### config.mk
export PLATFORM = sky130hd
export DESIGN_NAME = ldt_ctrl
export DESIGN_NICKNAME = d
export VERILOG_FILES = /design/src/rtl/core/ldt_pkg.sv /design/src/rtl/core/ldt_ctrl.sv
export SDC_FILE = /design/constraint.sdc
export NUM_CORES = 1
export LEC_CHECK = 0
export BUFFER_PORTS_ARGS = -buffer_cell sky130_fd_sc_hd__buf_2
export CAP_MARGIN = 0
export CORE_AREA = 2 2 39 41
export DETAILED_ROUTE_END_ITERATION = 10
export DIE_AREA = 0 0 41 43
export HOLD_SLACK_MARGIN = 0.08
export PLACE_DENSITY = 0.64
export SYNTH_ARGS = -nofsm -noshare
export SYNTH_HDL_FRONTEND = slang
export SYNTH_SLANG_ARGS = --single-unit
export TNS_END_PERCENT = 1
### constraint.sdc
create_clock -name i_clk -period 1.5 [get_ports i_clk]
set_input_delay 0.075 -clock i_clk [delete_from_list [all_inputs] [get_ports i_clk]]
set_output_delay 0.075 -clock i_clk [all_outputs]
set_load 0.01 [all_outputs]
### src/rtl/core/ldt_pkg.sv
// Shared types and constants for the LZW dictionary tree lookup block.
`timescale 1ns / 1ps

package ldt_pkg;

    localparam int CODE_BITS   = 12;
    localparam int TABLE_DEPTH = 1 << CODE_BITS;
    localparam int BYTE_W      = 8;
    localparam int ROOT_COUNT  = 1 << BYTE_W;
    localparam int OUT_CODE_W  = 12;
    localparam int OP_W        = 2;

    localparam logic [OP_W-1:0] OP_LOOKUP = 2'd0;
    localparam logic [OP_W-1:0] OP_APPEND = 2'd1;
    localparam logic [OP_W-1:0] OP_CLEAR  = 2'd2;

    typedef logic [CODE_BITS-1:0] t_code;
    typedef logic [CODE_BITS:0]   t_count;

    typedef struct packed {
        logic [BYTE_W-1:0] byte_val;
        logic              has_prefix;
        t_code             prefix;
        logic              has_first;
        t_code             first;
        logic              has_left;
        t_code             left;
        logic              has_right;
        t_code             right;
    } t_entry;

    typedef enum logic {
        LINK_FIRST,
        LINK_CHILD
    } t_link;

    typedef enum logic [2:0] {
        RES_ZERO,
        RES_FULL,
        RES_BYTE,
        RES_HIT,
        RES_NEW
    } t_res;

    typedef struct packed {
        logic  load;
        logic  clear;
        logic  rd;
        logic  follow;
        t_link link;
        logic  wlink;
        logic  wnew;
        logic  set_res;
        t_res  res;
        logic  emit;
    } t_dp_cmd;

    typedef struct packed {
        logic [OP_W-1:0] op;
        logic            hp;
        logic            full;
        logic            has_first;
        logic            byte_eq;
        logic            link_ok;
        logic            out_free;
        logic            init_busy;
    } t_dp_sts;

endpackage

### src/rtl/core/ldt_ctrl.sv
// Controller: sequences decode, tree walk, table writes and result hand-off.
`timescale 1ns / 1ps

module ldt_ctrl (
    input  logic             i_clk,
    input  logic             i_rst_n,
    input  logic             i_in_valid,
    output logic             o_in_ready,
    input  ldt_pkg::t_dp_sts i_sts,
    output ldt_pkg::t_dp_cmd o_cmd
);

    typedef enum logic [3:0] {
        S_IDLE,
        S_DECODE,
        S_EV_ROOT,
        S_EV_WALK,
        S_WLINK_ROOT,
        S_WLINK_CHILD,
        S_WNEW,
        S_EMIT
    } t_state;

    t_state r_state;
    t_state n_state;

    always_comb begin
        n_state = r_state;
        o_cmd   = '0;
        case (r_state)
            S_IDLE: begin
                if (i_in_valid && !i_sts.init_busy) begin
                    o_cmd.load = 1'b1;
                    n_state    = S_DECODE;
                end
            end
            S_DECODE: begin
                case (i_sts.op)
                    ldt_pkg::OP_CLEAR: begin
                        o_cmd.clear   = 1'b1;
                        o_cmd.set_res = 1'b1;
                        o_cmd.res     = ldt_pkg::RES_ZERO;
                        n_state       = S_EMIT;
                    end
                    ldt_pkg::OP_APPEND: begin
                        if (i_sts.full) begin
                            o_cmd.set_res = 1'b1;
                            o_cmd.res     = ldt_pkg::RES_FULL;
                            n_state       = S_EMIT;
                        end else begin
                            n_state = S_WNEW;
                        end
                    end
                    ldt_pkg::OP_LOOKUP: begin
                        if (!i_sts.hp) begin
                            o_cmd.set_res = 1'b1;
                            o_cmd.res     = ldt_pkg::RES_BYTE;
                            n_state       = S_EMIT;
                        end else begin
                            o_cmd.rd = 1'b1;
                            n_state  = S_EV_ROOT;
                        end
                    end
                    default: begin
                        o_cmd.set_res = 1'b1;
                        o_cmd.res     = ldt_pkg::RES_ZERO;
                        n_state       = S_EMIT;
                    end
                endcase
            end
            S_EV_ROOT: begin
                o_cmd.link = ldt_pkg::LINK_FIRST;
                if (i_sts.has_first) begin
                    o_cmd.follow = 1'b1;
                    o_cmd.rd     = 1'b1;
                    n_state      = S_EV_WALK;
                end else if (i_sts.full) begin
                    o_cmd.set_res = 1'b1;
                    o_cmd.res     = ldt_pkg::RES_FULL;
                    n_state       = S_EMIT;
                end else begin
                    n_state = S_WLINK_ROOT;
                end
            end
            S_EV_WALK: begin
                o_cmd.link = ldt_pkg::LINK_CHILD;
                if (i_sts.byte_eq) begin
                    o_cmd.set_res = 1'b1;
                    o_cmd.res     = ldt_pkg::RES_HIT;
                    n_state       = S_EMIT;
                end else if (i_sts.link_ok) begin
                    o_cmd.follow = 1'b1;
                    o_cmd.rd     = 1'b1;
                end else if (i_sts.full) begin
                    o_cmd.set_res = 1'b1;
                    o_cmd.res     = ldt_pkg::RES_FULL;
                    n_state       = S_EMIT;
                end else begin
                    n_state = S_WLINK_CHILD;
                end
            end
            S_WLINK_ROOT: begin
                o_cmd.link  = ldt_pkg::LINK_FIRST;
                o_cmd.wlink = 1'b1;
                n_state     = S_WNEW;
            end
            S_WLINK_CHILD: begin
                o_cmd.link  = ldt_pkg::LINK_CHILD;
                o_cmd.wlink = 1'b1;
                n_state     = S_WNEW;
            end
            S_WNEW: begin
                o_cmd.wnew    = 1'b1;
                o_cmd.set_res = 1'b1;
                o_cmd.res     = ldt_pkg::RES_NEW;
                n_state       = S_EMIT;
            end
            S_EMIT: begin
                if (i_sts.out_free) begin
                    o_cmd.emit = 1'b1;
                    n_state    = S_IDLE;
                end
            end
            default: begin
                n_state = S_IDLE;
            end
        endcase
    end

    always_ff @(posedge i_clk) begin
        if (!i_rst_n) begin
            r_state <= S_IDLE;
        end else begin
            r_state <= n_state;
        end
    end

    assign o_in_ready = (r_state == S_IDLE) && !i_sts.init_busy;

endmodule

==> results_dict.tcl <==
set metrics [dict create \
    run_status "finished, final reports clean" \
    numClockSinks 3 \
    hold_path.startpoint "i_rst_n" \
    tritoncts "built" \
    number_of_synthesized_flops_with_an_enable_pin 0 \
    synth-simple-area-share_pct 44.2 \
    post_drt_wl_per_cell_um 11.5 \
    firstDrtPassIters 4 \
    finalCoreUtilization_pct 48.2 \
    synth-compound-area-share_pct 35.7 \
    chipWidth_um 41 \
    fin_skew_ns 0.00676 \
    critical_path.reg2reg.startpoint "r_state[2]" \
    start_util_pct 31.9 \
    port-buffer-count 24 \
    synth_largest_type_area_fraction_pct 13.6 \
    route.vias.total 581 \
    detailedPlacementHpwl_um 962 \
    pin_count_of_the_biggest_net_entering_global_routing 12 \
    total_global_routing_track_utilization_pct 16.3 \
    synth_top_family_by_area "simple AND/OR/NAND/NOR gates" \
    critical_path.max_stage_delay_ns 0.39 \
    registers.top_by_ff_count "r_state" \
    dominant_cell_type_by_area_after_synthesis "dfxtp_1" \
    power.ir.vdd_worst_v 0.000286 \
    cts.htree.levels 1 \
    floorplan.io_pins 25 \
    synth_mux_area_share_pct 0 \
    yosysMostFrequentCell "nor2_1" \
    synthXorXnorAreaFrac_pct 0 \
    syn_nets 76 \
    distinct_cell_type_count_of_the_synthesized_netlist 30 \
    overflow 0 \
    synthesis.area_um2 442 \
    antenna_cells_inserted 0 \
    totalPowerFinal_uw 507 \
    cell_count_after_synthesis 64 \
    max_cap_viol_count 0 \
    cp-end-kind "output pin" \
    reg_top3 "r_state (3)" \
    drtAntennaViolNets 0 \
    worstPathRequired_ns 1.42 \
    layout-area-overhead-vs-synth_pct 51.0 \
    critical_path.slowest_cell "or3b_1" \
    weighted_congestion_reported_at_the_end_of_routability_driven_placement 0.857 \
    synth_async_sr_flop_share_pct 0 \
    seq_area_frac_synth_pct 13.6 \
    drive_above_1_share_pct 45.3 \
    cellLeakagePower_uw 0.000331 \
    setup_violations 0 \
    critical_path_class "reg2out" \
    crit_path_start "r_state[0]" \
    synth_seq_cells 3 \
    tightest_slew_ns 0.379 \
    hp-class "in2reg" \
    placement_rows 14 \
    cts_setup_buffers 0 \
    max_freq_mhz 682 \
    worstSkewPairLatency_ns 0.24 \
    routed_wirelength_um 1280 \
    max_slew_margin_vs_limit_pct 74.5 \
    die_h_um 43 \
    setup_tns_ns 0 \
    synth_top_cells_by_count "nor2_1, nand2_1, nand2b_1" \
    detail_route.drc_violations 0 \
    largest_register_ff_count 3 \
    tritoncts.num_buffers 3 \
    p_per_area_nw_per_um2 760 \
    final_max_slew_viol_count 0 \
    synthAdderAreaFrac_pct 0 \
    drt-initial-drc-count 16 \
    final_nets 108 \
    ys.warnings.count 0 \
    syn_area_per_cell_um2 6.90 \
    crit_share_post_route_pct 97.8 \
    number_of_global_route_vias_before_repair 477 \
    synthFlopType "dfxtp_1" \
    clk_root_buffer_cell "clkbuf_4" \
    critPathTopFamily "simple AND/OR/NAND/NOR gates" \
    fin_hold_ws_ns 0.0972 \
    clk_path_buf_depth 2 \
    critical_path.max_fanout 11 \
    endpoints_failing_hold 0 \
    cp-start-kind "flop" \
    fp.dieArea_um2 1760 \
    core_region_area_um2 1380 \
    min_period_ns 1.47 \
    worstPathBufferInverterCount 1 \
    antenna_found_initial 0 \
    rrSetupSlack_ns 0.17 \
    unrepaired_setup_endpoints_after_global_routing "yes" \
    timing.critical_path.cells "or3b_1 > a21oi_2 > a211o_1 > buf_2" \
    grt_pass1_wl_um 1970 \
    clk_slew_on_worst_s_h_paths_ns 0.04 \
    crit_arrival_ns 1.39 \
    drt-vias-per-instance 5.23 \
    postCtsHoldBufs 0 \
    area_contributors_post_synth "dfxtp_1, nand2b_1, nor2_1" \
]
-- final timing paths --
| check | depth (start not counted) | end |
|---|---|---|
| setup reg to reg | 4 | r_state[0] |
| hold reg to reg | 3 | r_state[2] |
| setup / recovery | 4 | o_cmd[4] |
| hold / removal | 3 | r_state[1] |
-- power by group --
| part | switching, µW | internal [µW] | total [µW] |
|---|---|---|---|
| registers | 22.2 | 92.5 | 115 |
| clock network | 48.0 | 100 | 148 |
| logic | 120 | 124 | 244 |
| total | 191 | 316 | 507 |
-- kinds of logic after synthesis --
logic type / after synthesis
buf+inv: 7
simple gates: 33
compound gates: 21
flops: 3
-- worst register-to-register path: cells and delay by family (launching register included) --
family,cells,cell delay [ns]
and+or+nand+nor,3,0.64
AOI/OAI and AO/OA,1,0.23
DFF,1,0.35
-- repair_timing --
item / CTS / global route
endpoints found under the hold margin: 0 / 0
gates resized for setup: 2 / 6
pin swaps: 0 / 1
endpoints found under the setup margin: 5 / 5
-- layout make-up --
class,count,area (µm²)
inverters,4,15.0
flip-flops and latches,3,66.3
multi-input cells,54,374
fillers,146,717
well taps,16,20.0
clock buffers,4,26.3
repair buffers,30,165
-- layout by cell type, fill, tap and decap left out, types with 2 or more instances in the layout --
master / count
nor2_1: 8
o21ai_0: 2
nand2_1: 5
o21bai_1: 2
clkbuf_4: 3
buf_4: 6
inv_1: 4
or3b_1: 3
buf_2: 24
a21oi_1: 2
a21oi_2: 2
a31oi_1: 2
nor2b_1: 4
dfxtp_2: 2
nand2b_1: 5
nor3_1: 2
nor4_1: 2
-- layer usage --
metal	GRT usage, %	part of all wire (%)
met3	3.14	6.9
met2	22.5	46
met5	0	0
met1	22.4	46
met4	10.0	1.1
-- metrics by stage --
| step | setup WS [ns] | area (µm²) | instances |
|---|---|---|---|
| 4_1_cts | 0.0145 | 644 | 111 |
| 6_report | 0.0335 | 667 | 111 |
| 2_1_floorplan | 0.225 | 442 | 64 |
| 3_3_place_gp | 0.167 | 613 | 107 |
| 5_1_grt | -0.0300 | 667 | 111 |
| 3_5_place_dp | 0.144 | 613 | 107 |
Note: power is estimated with default switching activity, not from simulation.
